File: config.mk
export PLATFORM = sky130hd
export DESIGN_NAME = wildcard_star_matcher
export DESIGN_NICKNAME = d
export VERILOG_FILES = /design/src/rtl/wsm_pkg.sv /design/src/rtl/wsm_cell.sv /design/src/rtl/wildcard_star_matcher.sv
export SDC_FILE = /design/constraint.sdc
export NUM_CORES = 1
export LEC_CHECK = 0
export BUFFER_PORTS_ARGS = -buffer_cell sky130_fd_sc_hd__buf_2
export CAP_MARGIN = 20
export CELL_PAD_IN_SITES_DETAIL_PLACEMENT = 0
export CELL_PAD_IN_SITES_GLOBAL_PLACEMENT = 1
export CORE_UTILIZATION = 37
export CTS_BUF_LIST = sky130_fd_sc_hd__clkbuf_4 sky130_fd_sc_hd__clkbuf_8
export CTS_CLUSTER_DIAMETER = 200
export DETAILED_ROUTE_END_ITERATION = 6
export GPL_TIMING_DRIVEN = 0
export PLACE_DENSITY_LB_ADDON = 0.12
export SLEW_MARGIN = 30
export SYNTH_ARGS = -nofsm -noshare
export SYNTH_HDL_FRONTEND = slang
export SYNTH_HIERARCHICAL = 1
export SYNTH_SLANG_ARGS = --single-unit
export TNS_END_PERCENT = 1
File: constraint.sdc
create_clock -name clk_i -period 21.9 [get_ports clk_i]
set_clock_uncertainty 0.2 [all_clocks]
set_input_delay 3.285 -clock clk_i [delete_from_list [all_inputs] [get_ports clk_i]]
set_output_delay 3.285 -clock clk_i [all_outputs]
set_load 0.01 [all_outputs]
File: src/rtl/wsm_pkg.sv
// ----------------------------------------------------------------------------
// Wildcard star matcher package
// Shared command codes, cell control type and the star character constant.
// ----------------------------------------------------------------------------
`default_nettype none

package wsm_pkg;

  localparam logic [7:0] STAR_CHAR = 8'h2A;

  typedef enum logic [1:0] {
    CMD_PAT_CHAR  = 2'd0,
    CMD_PAT_END   = 2'd1,
    CMD_NAME_CHAR = 2'd2,
    CMD_NAME_END  = 2'd3
  } cmd_e;

  typedef enum logic [1:0] {
    MODE_HOLD  = 2'd0,
    MODE_CLEAR = 2'd1,
    MODE_ARM   = 2'd2,
    MODE_STEP  = 2'd3
  } cell_mode_e;

  // Broadcast to every cell of the chain in each cycle.
  typedef struct packed {
    cell_mode_e mode;
    logic [7:0] ch;
  } cell_ctrl_t;

endpackage

`default_nettype wire

File: src/rtl/wsm_cell.sv
// ----------------------------------------------------------------------------
// Wildcard star matcher cell
// One pattern position: the stored pattern character and its NFA active bit.
// ----------------------------------------------------------------------------
`default_nettype none

module wsm_cell #(
  parameter int INDEX = 0,
  parameter int LW    = 7
) (
  input  wire logic                clk_i,
  input  wire logic                rst_ni,
  input  wire wsm_pkg::cell_ctrl_t ctrl_i,
  input  wire logic [LW-1:0]       clen_i,
  input  wire logic                wr_en_i,
  input  wire logic                seed_i,
  input  wire logic                step_i,
  input  wire logic                close_i,
  output logic                     step_o,
  output logic                     close_o,
  output logic                     at_end_o
);

  import wsm_pkg::*;

  localparam logic [LW-1:0] Idx = LW'(INDEX);

  logic [7:0] chr_q;
  logic       active_q, active_d;
  logic       en, is_star, is_match, hold, base;

  assign en       = (Idx < clen_i);
  assign is_star  = (chr_q == STAR_CHAR);
  assign is_match = (chr_q == ctrl_i.ch);
  assign hold     = en & is_star & active_q;

  // Runs of stars are collapsed on load, so a closure never passes a star on
  // to another star and the neighbor links stay one cell deep.
  assign base     = (ctrl_i.mode == MODE_ARM) ? seed_i : (step_i | hold);
  assign step_o   = en & ~is_star & active_q & is_match;
  assign close_o  = en & is_star & base;
  assign at_end_o = active_q & (Idx == clen_i);

  always_comb begin
    unique case (ctrl_i.mode)
      MODE_HOLD:  active_d = active_q;
      MODE_CLEAR: active_d = 1'b0;
      MODE_ARM:   active_d = base | close_i;
      MODE_STEP:  active_d = base | close_i;
      default:    active_d = active_q;
    endcase
  end

  always_ff @(posedge clk_i or negedge rst_ni) begin
    if (!rst_ni) begin
      active_q <= 1'b0;
    end else begin
      active_q <= active_d;
    end
  end

  always_ff @(posedge clk_i) begin
    if (wr_en_i) begin
      chr_q <= ctrl_i.ch;
    end
  end

endmodule

`default_nettype wire

File: src/rtl/wildcard_star_matcher.sv
// ----------------------------------------------------------------------------
// Wildcard star matcher
// Glob matcher with '*' as the only special character, built as a chain of
// NFA cells, one per pattern position plus the accepting position.
// ----------------------------------------------------------------------------
// Throughput: one input transfer per cycle unless stalled; all cells step together.
// Latency: an end-of-name transfer shows its result on the master side in the
// next cycle, held in an output register; input stalls only while that result
// waits on a receiver that is not ready.
// Reset: clears the active bits, lengths, flags and the output valid; the
// stored pattern characters are not cleared and are read only once written.
`default_nettype none

module wildcard_star_matcher #(
  parameter int MAX_PAT = 64
) (
  input  wire logic        clk_i,
  input  wire logic        rst_ni,
  input  wire logic        s_axis_tvalid,
  output logic             s_axis_tready,
  input  wire logic [15:0] s_axis_tdata,   // [1:0] cmd, [9:2] ch, [15:10] zero
  output logic             m_axis_tvalid,
  input  wire logic        m_axis_tready,
  output logic [7:0]       m_axis_tdata    // [0] matched, [1] overflow, [7:2] zero
);

  import wsm_pkg::*;

  localparam int LW = $clog2(MAX_PAT + 1);
  localparam logic [LW-1:0] MaxLen = LW'(MAX_PAT);

  logic [LW-1:0] raw_q, raw_d, clen_q, clen_d, eff_raw, eff_clen;
  logic          closed_q, closed_d, ovf_q, ovf_d, last_star_q, last_star_d;
  logic          eff_last_star;
  logic          out_valid_q, out_valid_d, out_match_q, out_ovf_q;
  logic          in_fire, wr_go, ch_star, hit;
  logic [1:0]    cmd;
  logic [7:0]    ch;
  cell_ctrl_t    ctrl;

  logic [MAX_PAT:0] step_w, close_w, at_end_w, wr_en_w;

  assign cmd     = s_axis_tdata[1:0];
  assign ch      = s_axis_tdata[9:2];
  assign ch_star = (ch == STAR_CHAR);

  assign s_axis_tready = ~out_valid_q | m_axis_tready;
  assign in_fire       = s_axis_tvalid & s_axis_tready;

  // A pattern character after the close starts a fresh pattern.
  assign eff_raw       = closed_q ? '0 : raw_q;
  assign eff_clen      = closed_q ? '0 : clen_q;
  assign eff_last_star = closed_q ? 1'b0 : last_star_q;

  // Consecutive stars match the same as one, so only the first is stored.
  assign wr_go = in_fire && (cmd == CMD_PAT_CHAR) && (eff_raw < MaxLen) &&
                 !(ch_star && eff_last_star);

  assign hit = closed_q & ~ovf_q & (|at_end_w);

  always_comb begin
    raw_d       = raw_q;
    clen_d      = clen_q;
    closed_d    = closed_q;
    ovf_d       = ovf_q;
    last_star_d = last_star_q;
    ctrl.mode   = MODE_HOLD;
    ctrl.ch     = ch;
    if (in_fire) begin
      unique case (cmd)
        CMD_PAT_CHAR: begin
          closed_d    = 1'b0;
          raw_d       = eff_raw;
          clen_d      = eff_clen;
          last_star_d = eff_last_star;
          if (closed_q) begin
            ovf_d     = 1'b0;
            ctrl.mode = MODE_CLEAR;
          end
          if (eff_raw < MaxLen) begin
            raw_d = eff_raw + LW'(1);
            if (wr_go) begin
              clen_d      = eff_clen + LW'(1);
              last_star_d = ch_star;
            end
          end else begin
            ovf_d = 1'b1;
          end
        end
        CMD_PAT_END: begin
          closed_d  = 1'b1;
          ctrl.mode = MODE_ARM;
        end
        CMD_NAME_CHAR: begin
          if (closed_q) begin
            ctrl.mode = MODE_STEP;
          end
        end
        CMD_NAME_END: begin
          if (closed_q) begin
            ctrl.mode = MODE_ARM;
          end
        end
        default: ;
      endcase
    end
  end

  assign out_valid_d = (in_fire && (cmd == CMD_NAME_END)) ? 1'b1 :
                       (m_axis_tready ? 1'b0 : out_valid_q);

  always_ff @(posedge clk_i or negedge rst_ni) begin
    if (!rst_ni) begin
      raw_q       <= '0;
      clen_q      <= '0;
      closed_q    <= 1'b0;
      ovf_q       <= 1'b0;
      last_star_q <= 1'b0;
      out_valid_q <= 1'b0;
    end else begin
      raw_q       <= raw_d;
      clen_q      <= clen_d;
      closed_q    <= closed_d;
      ovf_q       <= ovf_d;
      last_star_q <= last_star_d;
      out_valid_q <= out_valid_d;
    end
  end

  always_ff @(posedge clk_i) begin
    if (in_fire && (cmd == CMD_NAME_END)) begin
      out_match_q <= hit;
      out_ovf_q   <= ovf_q;
    end
  end

  assign m_axis_tvalid = out_valid_q;
  assign m_axis_tdata  = {6'b0, out_ovf_q, out_match_q};

  for (genvar p = 0; p <= MAX_PAT; p++) begin : g_cell
    logic seed, step_in, close_in;

    assign wr_en_w[p] = wr_go && (eff_clen == LW'(p));

    if (p == 0) begin : g_head
      assign seed     = 1'b1;
      assign step_in  = 1'b0;
      assign close_in = 1'b0;
    end else begin : g_body
      assign seed     = 1'b0;
      assign step_in  = step_w[p-1];
      assign close_in = close_w[p-1];
    end

    wsm_cell #(
      .INDEX (p),
      .LW    (LW)
    ) u_cell (
      .clk_i    (clk_i),
      .rst_ni   (rst_ni),
      .ctrl_i   (ctrl),
      .clen_i   (clen_q),
      .wr_en_i  (wr_en_w[p]),
      .seed_i   (seed),
      .step_i   (step_in),
      .close_i  (close_in),
      .step_o   (step_w[p]),
      .close_o  (close_w[p]),
      .at_end_o (at_end_w[p])
    );
  end

endmodule

`default_nettype wire

After elaboration in Yosys (flattened, before gate mapping) --
Index checks and enable logic that the tools add are counted.
Storage, ports and cells: output and inout bits 10, bits in registers 605
Cells by class: order comparisons 66, bitwise operators 649, reduce and logical (&&, ||, !) cells 82, muxes and demuxes 148, eq/ne operators 265, add/subtract/negate cells 2
Operators with widths (number):
- $eq 8x6->1 const B | 66
- $eq 8x8->1 | 64
- $and 1x1->1 | 454
- $eq 6x7->1 const A | 32
- $eq 7x6->1 const B | 32
- $lt 6x7->1 const A | 32
- $pmux 1 s2 | 66
- $or 1x1->1 | 129
- $eq 5x7->1 const A | 16
- $eq 7x5->1 const B | 16
- $lt 5x7->1 const A | 16
- $mux 1 | 73
- $logic_and 1x1->1 | 70
- $not 1->1 | 66
- $reduce_or 65->1 | 1
- $eq 4x7->1 const A | 8
- $eq 7x4->1 const B | 8
- $lt 4x7->1 const A | 8
- $mux 7 | 5
- $eq 3x7->1 const A | 4
- $eq 7x3->1 const B | 4
- $lt 3x7->1 const A | 4
- $add 7x1->7 const B | 2
- $eq 2x7->1 const A | 2
- 21 further kinds | 34

Logic depth before layout (Yosys ltp) --
Gate-level depths: netlist (run 1).
word-level depth 10, depth in mapped cells 11, gate-level depth less buffers 11

Least setup slack after synthesis (run 1) --
OpenSTA, ideal clock, no wires.
kind input port to flip-flop, start input m_axis_tready, end register g_cell[36].u_cell.active_q, path slack 3751 ps, arrival time 17818 ps, buffers on the path 0, stages on the path 10, cell sequence nor2b_1 inv_1 nand2_1 nor3_1 inv_1 a211oi_1 nor4_2 a21oi_1 o22ai_1 a41o_1
RTL lines:
- start: declaration | line wildcard_star_matcher.sv:23 | input wire logic m_axis_tready,
- end signal: assignment | line wsm_cell.sv:58 | active_q <= active_d;
- end: declaration | line wsm_cell.sv:29 | logic active_q, active_d;

Worst setup path in the final report (run 1) --
start input m_axis_tready, end output s_axis_tready
On the way: longest elaborated chain between the ends 1
RTL lines:
- $or 1x1->1 | line wildcard_star_matcher.sv:47 | assign s_axis_tready = ~out_valid_q | m_axis_tready;
- end: declaration | line wildcard_star_matcher.sv:20 | output logic s_axis_tready,
No other way between the ends.

==> results.md, run 1 <==
- Mapped cell area: 34180 um^2
- Setup violations, final: 0
- Worst path max stage delay: ~0.46 ns
- Share of layout cells above drive strength 1: 0.1688
- Chip width: 306.0 um
- Outcome: finished clean
- Endpoints failing hold: 0
- Total CTS buffers: 108
- Port Buffers: 17
- Worst Setup End Kind: output port
- Worst-Skew Late Latency: 0.73 ns
- Hold/Removal Path Class: reg -> reg
- Area grow syn2layout: 17.63%
- Initial DRC Count: 1318
- Final Max Slew Viols: 0
- Die area: 93610 um^2
- Post-CTS setup buffers: 0
- Max cap viols: 0
- Total power: 0.003175 W
- Largest net degree at the start of global routing: 64
- Reg2reg start: closed_q
- Hold Crit Start: ovf_q
- Core Rows: 111
- Leak Pwr: 12.92 nW
- GPL Wtd Cong: 0.7509
- Worst R2R Setup Slack: between 15 and 20 ns
- Tmin final: 7.658 ns
- CP required: between 15 and 20 ns
- Initial Util: 0.3735
- Max_slew headroom: 0.2667
- Via Count: 24160
- Pwr per Cell Area: 78.96 nW/um^2
- Worst Path Buf+Inv: 3
- Reg-to-Reg End: g_cell[61].u_cell/active_q
- Total track usage: 0.2040
- Nets: roughly 3200
- WL final: 95230 um
- DRC: 0
- DRT Pass-1 Iters: 5
- WL per Instance: between 20 and 25 um
- CTS tree: yes
- I/O pin cnt: 30
- Worst-Margin Slew: around 1.1 ns
- Die Height: a little over 300 um
- CTS H-tree depth: 3
- Root Driver: clkbuf_8
- DP Cell Count: 4208
- Number of global-route vias before repair: 25140
- Final Non-Filler Cells: 4417
- Register-to-Register Path Depth: 12
- Fin crit share: 0.3497
- CP max FO: 6
- Hold bufs inserted after CTS: 0
- # clock sinks: slightly above 600
- Cell mode on critical path: buf_2
- Fmax: roughly 0.13 GHz
- Post-Syn Area per Cell: 12.29 um^2
- Vias per Instance: ~5.5
- Dpl hpwl: 60310 um
- Synth Instances: between 2000 and 3000
- Crit-path leading delay family: simple AND/OR/NAND/NOR gates
- Clk slew on worst S/H paths: approximately 0.060 ns
- Max IR drop VDD: 0.00005950 V
- CP Launch Type: input pin
- Worst path cell trace: buf_2 > nor2b_1 > inv_1 > buf_2
- Post-CTS Resized: 0
- GR Overflow Total: 0
- RSZ-0062 raised after global routing: no
- Worst Hold End: out_ovf_q
- CTS max path bufs: 3
- Initial antenna violation count: 3
- Antenna-violating nets left: 0
- # fillers: between 8000 and 9000
- YS warnings: 6
- Crit path DAT: about 4.2 ns
- Hold depth: 0
- Critical Path Slowest Stage Cell: nor2b_1
- First-pass GRT wire length: roughly 150000 um
- Crit Path Class: in -> out
- Core footprint: 91520 um^2
[where the power goes]
| part | internal (W) | total [W] | switching, W | leakage, nW |
|---|---|---|---|---|
| Clock | 0.000680 | 0.00117 | 0.000489 | 1.25 |
| Combinational | 0.000251 | 0.000623 | 0.000371 | 5.96 |
| Sequential | 0.00130 | 0.00138 | 0.0000863 | 5.71 |
| Total | 0.00223 | 0.00317 | 0.000946 | 12.9 |
[registers in the layout, indices dropped and copies added (netlist names)]
signal                  cells
closed_q                    1
out_ovf_q                   1
g_cell.u_cell/chr_q       520
ovf_q                       1
g_cell.u_cell/active_q     65
clen_q                      7
m_axis_tvalid               1
out_match_q                 1
raw_q                       7
last_star_q                 1
[placed cells by master, fill, tap and decap left out, types with 21 or more instances in the layout]
cell type,n
edfxtp_1,522
xnor2_1,402
nor2_1,167
conb_1,156
clkbuf_8,116
xor2_1,114
nand2_1,113
nand4_1,110
nor4_1,95
inv_1,92
dfrtp_1,76
nand3_1,71
o21ai_0,70
a21oi_1,63
nor3b_1,50
a211oi_1,48
nor3_1,46
nor4b_2,37
nor4b_1,36
clkbuf_4,35
a21o_1,33
and4bb_2,32
buf_4,30
buf_16,29
nor2b_1,28
o31ai_1,28
mux2_2,27
nor4bb_1,26
a22oi_1,26
nand2b_1,21
o22ai_1,21
[worst max-delay path by stage]
stage	from	depth (start not counted)	slack, ns	end
2_1_floorplan	m_axis_tready	10	3.75	g_cell[36].u_cell/active_q
3_3_place_gp	m_axis_tready	10	-5.72	g_cell[36].u_cell/active_q
3_5_place_dp	m_axis_tready	4	14.25	s_axis_tready
4_1_cts	m_axis_tready	4	14.24	s_axis_tready
5_1_grt	m_axis_tready	4	14.17	s_axis_tready
6_report	m_axis_tready	4	14.24	s_axis_tready
[routing by layer]
layer,wire length [um],track usage,up-vias
met2,44360,0.3355,434
met1,44660,0.2739,12100
li1,-,-,11480
met5,13,0,-
met3,3710,0.03048,149
met4,2487,0.07000,2
[cell type report]
cell class / count / area (um^2) / share of cell area
flip-flops and latches: 605 / 17780 / 0.4421
multi-input cells: 2216 / 16570 / 0.4121
clock buffers: 151 / 1859 / 0.04624
repair buffers: 87 / 1488 / 0.03700
well taps: 1186 / 1484 / 0.03690
clock inverters: 55 / 553.0 / 0.01375
inverters: 94 / 352.8 / 0.008775
plain buffers: 20 / 115.1 / 0.002863
diodes: 3 / 7.507 / 0.0001867
[stage by stage]
step	utilization	instance area (um^2)	hold WS (ns)	worst slack [ns]	TNS, ns
floorplan	-	34760	0.2487	3.751	0
global placement	0.3969	36330	0.2841	-5.717	-320.29
detailed placement	0.4128	37780	0.2979	14.25	0
CTS	0.4391	40190	0.3158	14.24	0
global route	0.4393	40200	0.3292	14.17	0
finish	0.4393	40210	0.3029	14.24	0
Note: power is estimated with default switching activity, not from simulation.
==> inputs of run 2 (changes only) <==
--- a/config.mk
+++ b/config.mk
@@ -5,6 +5,7 @@
 export SDC_FILE = /design/constraint.sdc
 export NUM_CORES = 1
 export LEC_CHECK = 0
+export ABC_AREA = 1
 export BUFFER_PORTS_ARGS = -buffer_cell sky130_fd_sc_hd__buf_2
 export CAP_MARGIN = 20
 export CELL_PAD_IN_SITES_DETAIL_PLACEMENT = 0
==> constraint.sdc (replaced) <==
create_clock -name clk_i -period 6.66 [get_ports clk_i]
set_clock_uncertainty 0.2 [all_clocks]
set_input_delay 0.999 -clock clk_i [delete_from_list [all_inputs] [get_ports clk_i]]
set_output_delay 0.999 -clock clk_i [all_outputs]
set_load 0.01 [all_outputs]
==> run 2 against run 1 <==
Sequential share of layout area is 2.2 points lower. Global-route usage decreased by 0.58 points. Sequential power increased to 3.2 times the previous value. Synthesized cell count is 57% higher. Wire length up 2.8%.
==> results.md, run 2 <==
- Hold/Removal Path Class: reg -> reg (unchanged)
- Initial Util: 0.3734 (was 0.3735)
- Nets: 4633 (was 3157)
- Hold bufs inserted after CTS: 1 (was 0)
- RSZ-0062 raised after global routing: no (unchanged)
- Critical Path Slowest Stage Cell: nor2_1 (was nor2b_1)
- Reg2reg start: clen_q[3] (was closed_q)
- Pwr per Cell Area: 229.2 nW/um^2 (was 78.96 nW/um^2)
- DP Worst Slack: 2.089 ns (was 14.25 ns)
- Fmax: 0.2687 GHz
- Outcome: finished clean (unchanged)
- First-pass GRT wire length: 154200 um (was 148000 um)
- Port Buffers: 17 (unchanged)
- Post-CTS Resized: 0 (unchanged)
- Chip width: 317.1 um (was 306.0 um)
- Max cap viols: 0 (unchanged)
- CTS tree: yes (unchanged)
- Crit-path leading delay family: simple AND/OR/NAND/NOR gates (unchanged)
- CP Depth: 9 (was 4)
- Initial antenna violation count: 2 (was 3)
- CTS max path bufs: 3 (unchanged)
- Fin area: 42350 um^2 (was 40210 um^2)
- CP required: 6.85 ns (was 18.42 ns)
- Fin crit share: 0.5587
- Post-CTS setup buffers: 0 (unchanged)
- Worst Setup SP: s_axis_tdata[6] (was m_axis_tready)
- Total CTS buffers: 110 (was 108)
- Worst-Skew Late Latency: 0.77 ns (was 0.73 ns)
- Crit Path Class: in -> reg (was in -> out)
- CP Launch Type: input pin (unchanged)
- Number of global-route vias before repair: 27640 (was 25140)
- YS warnings: 6 (unchanged)
- Die Height: 317.1 um (was 306.0 um)
- Initial DRC Count: 1642 (was 1318)
- Via Count: 28310 (was 24160)
- I/O pin cnt: 30 (unchanged)
- Reg-to-Reg End: g_cell[56].u_cell/chr_q[1] (was g_cell[61].u_cell/active_q)
- Leak Pwr: 16.83 nW (was 12.92 nW)
- # fillers: 9894 (was 8291)
- # clock sinks: 605 (unchanged)
- Synth Instances: 4361 (was 2781)
- Die area: 100600 um^2 (was 93610 um^2)
- Post-Place Cell Area: 39970 um^2 (was 37780 um^2)
- Final Max Slew Viols: 0 (unchanged)
- Most flop-heavy register: g_cell.u_cell/chr_q (unchanged)
- Hold_ws: 0.2741 ns (was 0.3029 ns)
- Largest net degree at the start of global routing: 84 (was 64)
- GR Overflow Total: 0 (unchanged)
- Dpl hpwl: 64020 um (was 60310 um)
- Worst-Margin Slew: 0.9553 ns (was 1.092 ns)
- Max reg flops: 520 (unchanged)
- Most frequent cells in the layout: nand2_1 (736), inv_1 (704), nor2_1 (643) (was edfxtp_1 (522), xnor2_1 (402), nor2_1 (167))
- Antenna-violating nets left: 0 (unchanged)
- Worst path cell trace: buf_8 > buf_16 > buf_16 > nor3_1 > nand3_1 > nand2_4 > nor2_4 > nand2_1 > nor2_1 (was buf_2 > nor2b_1 > inv_1 > buf_2)
- Max IR drop VDD: 0.0001569 V (was 0.00005950 V)
- CTS H-tree depth: 3 (unchanged)
- Worst Setup End Kind: flip-flop (was output port)
- Core Rows: 115 (was 111)
- Root Driver: clkbuf_8 (unchanged)
- Register-to-Register Path Depth: 6 (was 12)
- Vias per Instance: 4.726 (was 5.470)
- DRT Pass-1 Iters: 5 (unchanged)
- Worst R2R Setup Slack: 3.03 ns (was 17.43 ns)
- Setup violations, final: 0 (unchanged)
- Core Util, Final: 0.4303 (was 0.4393)
- Crit path DAT: 3.91 ns (was 4.17 ns)
- Total track usage: 0.1982 (was 0.2040)
- Biggest regs: g_cell.u_cell/chr_q: 520 flops, g_cell.u_cell/active_q: 65 flops (unchanged)
- Setup ws final: 2.939 ns (was 14.24 ns)
- Clk slew on worst S/H paths: 0.06 ns (about the same)
- Tmin final: 3.721 ns
- Worst path max stage delay: 0.68 ns (was 0.46 ns)
- GPL Wtd Cong: 0.7577 (was 0.7509)
- Post-Syn Area per Cell: 8.426 um^2 (was 12.29 um^2)
- Total power: 0.009708 W (was 0.003175 W)
- Share of layout cells above drive strength 1: 0.1688 (about the same)
- CP max FO: 55 (was 6)
- WL final: 97860 um (was 95230 um)
- Mapped cell area: 36750 um^2 (was 34180 um^2)
- Worst Path Buf+Inv: 3 (unchanged)
- Most common cell after layout, fill and taps aside: nand2_1 (was edfxtp_1)
- WL per Instance: 16.34 um (was 21.56 um)
- DRC: 0 (unchanged)
- Core footprint: 98420 um^2 (was 91520 um^2)
- Area grow syn2layout: 15.26% (was 17.63%)
- Cell mode on critical path: buf_16 (was buf_2)
- Max_slew headroom: 0.3631 (was 0.2667)
- Endpoints failing hold: 0 (unchanged)
- Worst setup path end: g_cell[18].u_cell/chr_q[0] (was s_axis_tready)
[run 2: where the power goes]
part	internal [W]	leakage, nW	total [W]	switching (W)
clock network	0.00216	1.24	0.00378	0.00162
logic	0.000512	9.89	0.00148	0.000965
registers	0.00424	5.70	0.00445	0.000209
[run 2: layer usage]
layer | wire, um | share of wire | GRT usage | vias up
met5 | 12 | 0.00012 | 0 | -
met4 | 2214 | 0.023 | 0.05176 | 2
met3 | 4281 | 0.044 | 0.03261 | 146
met2 | 43160 | 0.44 | 0.3162 | 476
met1 | 48190 | 0.49 | 0.2785 | 12990
li1 | - | - | - | 14700
[run 2: layout make-up]
class,instances,area (um^2),area share
flip-flops and latches,605,17780,0.4198
plain buffers,14,87.58,0.002068
clock buffers,144,1807,0.04266
well taps,1287,1610,0.03802
clock inverters,63,556.8,0.01315
inverters,773,2924,0.06904
repair buffers,64,1309,0.03090
multi-input cells,3040,16280,0.3843
diodes,1,2.502,0.00005908
[run 2: stage by stage]
| stage | TNS [ns] | instances |
|---|---|---|
| floorplan | 0 | 4432 |
| global placement | -331.43 | 5736 |
| detailed placement | 0 | 5782 |
| CTS | 0 | 5990 |
| global route | 0 | 5991 |
| finish | 0 | 5991 |
[run 2: worst min-delay path by stage]
| stage | startpoint | end | cells after the start |
|---|---|---|---|
| 6_report | raw_q[1] | raw_q[1] | 2 |
| 5_1_grt | s_axis_tvalid | m_axis_tvalid | 3 |
| 4_1_cts | s_axis_tvalid | m_axis_tvalid | 3 |
| 3_5_place_dp | raw_q[1] | raw_q[1] | 2 |
| 3_3_place_gp | raw_q[1] | raw_q[1] | 2 |
| 2_1_floorplan | raw_q[1] | raw_q[1] | 2 |
[run 2: worst min-delay path: cells and delay by family, from the launching register on]
kind,cells,cell delay [ns]
flip-flops,1,0.34
AND/OR/NAND/NOR,2,0.10
==> inputs of run 3 (changes only) <==
==> constraint.sdc (replaced) <==
create_clock -name clk_i -period 3.8 [get_ports clk_i]
set_clock_uncertainty 0.2 [all_clocks]
set_input_delay 0.57 -clock clk_i [delete_from_list [all_inputs] [get_ports clk_i]]
set_output_delay 0.57 -clock clk_i [all_outputs]
set_load 0.01 [all_outputs]
==> run 3 against run 2 <==
The flow now finishes with violations (negative setup slack). Sequential share of layout area is 0.20 points lower. Register-to-register slack worse by 3.1 ns. Combinational power is 82% higher. Power is 76% higher. Critical path type is now reg -> reg. Largest cell class unchanged. Largest power group unchanged. Highest routed layer unchanged.
==> results.md, run 3 (synthesized netlist as in run 2, its figures left out) <==
- Most flop-heavy register: g_cell.u_cell/chr_q (unchanged)
- Port Buffers: 17 (unchanged)
- CP required: 3.97 ns (was 6.85 ns)
- Hold/Removal Path Class: in -> reg (was reg -> reg)
- I/O pin cnt: 30 (unchanged)
- DRC: 0 (unchanged)
- Max_slew headroom: 0.4185 (was 0.3631)
- Die area: 100600 um^2 (unchanged)
- CTS tree: yes (unchanged)
- Dpl hpwl: 64460 um (was 64020 um)
- Fmax: 0.2603 GHz
- Reg2reg start: clen_q[4] (was clen_q[3])
- Max reg flops: 520 (unchanged)
- Die Height: 317.1 um (unchanged)
- Max cap viols: 0 (unchanged)
- Via Count: 28470 (was 28310)
- Initial DRC Count: 1694 (was 1642)
- CTS max path bufs: 3 (unchanged)
- Crit-path leading delay family: simple AND/OR/NAND/NOR gates (unchanged)
- Worst Setup SP: clen_q[4] (was s_axis_tdata[6])
- Hold Crit Start: m_axis_tready (was raw_q[1])
- Biggest regs: g_cell.u_cell/chr_q: 520 flops, g_cell.u_cell/active_q: 65 flops (unchanged)
- Vias per Instance: 4.742 (was 4.726)
- Outcome: finished with violations (was finished clean)
- Critical Path Slowest Stage Cell: dfrtp_4 (was nor2_1)
- Initial antenna violation count: 2 (unchanged)
- Setup violations, final: 28 (was 0)
- Fin crit share: 1.011
- Worst Setup End Kind: flip-flop (unchanged)
- Post-CTS setup buffers: 0 (unchanged)
- Setup TNS: -0.6015 ns (was 0 ns)
- RSZ-0062 raised after global routing: yes (was no)
- DRT Pass-1 Iters: 5 (unchanged)
- DP Worst Slack: -0.3102 ns (was 2.089 ns)
- Final Max Slew Viols: 0 (unchanged)
- Chip width: 317.1 um (unchanged)
- Largest net degree at the start of global routing: 86 (was 84)
- GPL Wtd Cong: 0.7706 (was 0.7577)
- Crit path DAT: 4.01 ns (was 3.91 ns)
- Area grow syn2layout: 15.80% (was 15.26%)
- Root Driver: clkbuf_8 (unchanged)
- CP Launch Type: flip-flop (was input pin)
- # clock sinks: 605 (unchanged)
- Share of layout cells above drive strength 1: 0.1724 (was 0.1688)
- Worst-Margin Slew: 0.8690 ns (was 0.9553 ns)
- GR Overflow Total: 0 (unchanged)
- Setup ws final: -0.04192 ns (was 2.939 ns)
- Core Rows: 115 (unchanged)
- Endpoints failing hold: 0 (unchanged)
- WL per Instance: 16.57 um (was 16.34 um)
- CTS H-tree depth: 3 (unchanged)
- Most frequent cells in the layout: nand2_1 (734), inv_1 (703), nor2_1 (636) (was nand2_1 (736), inv_1 (704), nor2_1 (643))
- Total CTS buffers: 109 (was 110)
- First-pass GRT wire length: 154800 um (was 154200 um)
- WL final: 99440 um (was 97860 um)
- Antenna-violating nets left: 0 (unchanged)
- Initial Util: 0.3734 (unchanged)
- Most common cell after layout, fill and taps aside: nand2_1 (unchanged)
- Number of global-route vias before repair: 27190 (was 27640)
- Worst Path Buf+Inv: 4 (was 3)
- Nets: 4646 (was 4633)
- Total track usage: 0.2000 (was 0.1982)
- Leak Pwr: 16.91 nW (was 16.83 nW)
- Worst path max stage delay: 0.76 ns (was 0.68 ns)
- Worst-Skew Late Latency: 0.76 ns (was 0.77 ns)
- Crit Path Class: reg -> reg (was in -> reg)
- Max IR drop VDD: 0.0002855 V (was 0.0001569 V)
- Core footprint: 98420 um^2 (unchanged)
- Clk slew on worst S/H paths: 0.07 ns (was 0.06 ns)
- Failing checks: negative setup slack
- CP max FO: 34 (was 55)
- Tmin final: 3.842 ns
- Pwr per Cell Area: 401.0 nW/um^2 (was 229.2 nW/um^2)
- Worst path cell trace: buf_12 > buf_12 > inv_1 > nor2_1 > nand3_1 > clkbuf_2 > nor2_1 (was buf_8 > buf_16 > buf_16 > nor3_1 > nand3_1 > nand2_4 > nor2_4 > nand2_1 > nor2_1)
run 3: routing by layer:
| layer | part of all wire | track usage |
|---|---|---|
| met2 | 0.44 | 0.3131 |
| met1 | 0.49 | 0.2838 |
| met3 | 0.044 | 0.02974 |
| met5 | 0.000070 | 0 |
| met4 | 0.026 | 0.06361 |
run 3: where the power goes:
group	switching, W	internal [W]	leakage [nW]	total, W
clock network	0.00287	0.00374	1.25	0.00661
logic	0.00177	0.000927	9.96	0.00270
registers	0.000314	0.00743	5.70	0.00775
total	0.00496	0.0121	16.9	0.0171
run 3: cell type report:
class	count	area [um^2]
timing repair buffer	78	1469
tap	1287	1610
clock buffer	152	1917
buffer	14	88.84
multi-input combinational	3040	16310
sequential	605	17780
antenna	1	2.502
clock inverter	53	441.7
inverter	773	2937
fill	9837	55870
run 3: worst register-to-register path: stages (launching register included):
cell and delay [ns]:
dfrtp_4 0.76, buf_12 0.26, buf_12 0.26, inv_1 0.15, nor2_1 0.14, nand3_1 0.47, clkbuf_2 0.57, nor2_1 0.66
run 3: path summary, 6_finish.rpt:
path                       slack (ns)  cells past startpoint                         end
max                             -0.04                      7  g_cell[30].u_cell/chr_q[5]
min                              0.11                      5                    closed_q
max reg2reg                     -0.04                      7  g_cell[30].u_cell/chr_q[5]
min reg2reg                      0.31                      2                    raw_q[1]
max in group asynchronous        2.56                      3  g_cell[38].u_cell/active_q
min in group asynchronous        0.12                      2  g_cell[63].u_cell/active_q
run 3: repair_timing:
item | in CTS | in global routing
setup endpoints to repair | 140 | 112
hold endpoints to repair | 151 | 0
hold buffers | 12 | 0
resized for setup | 3 | 6
run 3: stage by stage:
stage               hold slack [ns]  power (W)  utilization  std cells  area (um^2)
floorplan                   0.07441   0.009433            -       4432        37040
global placement             0.2649    0.01055       0.3936       5736        38740
detailed placement           0.2991    0.01058       0.4069       5785        40050
CTS                         0.03148    0.01731       0.4322       6002        42530
global route                0.06821    0.01794       0.4323       6003        42550
finish                       0.1081    0.01706       0.4323       6003        42550
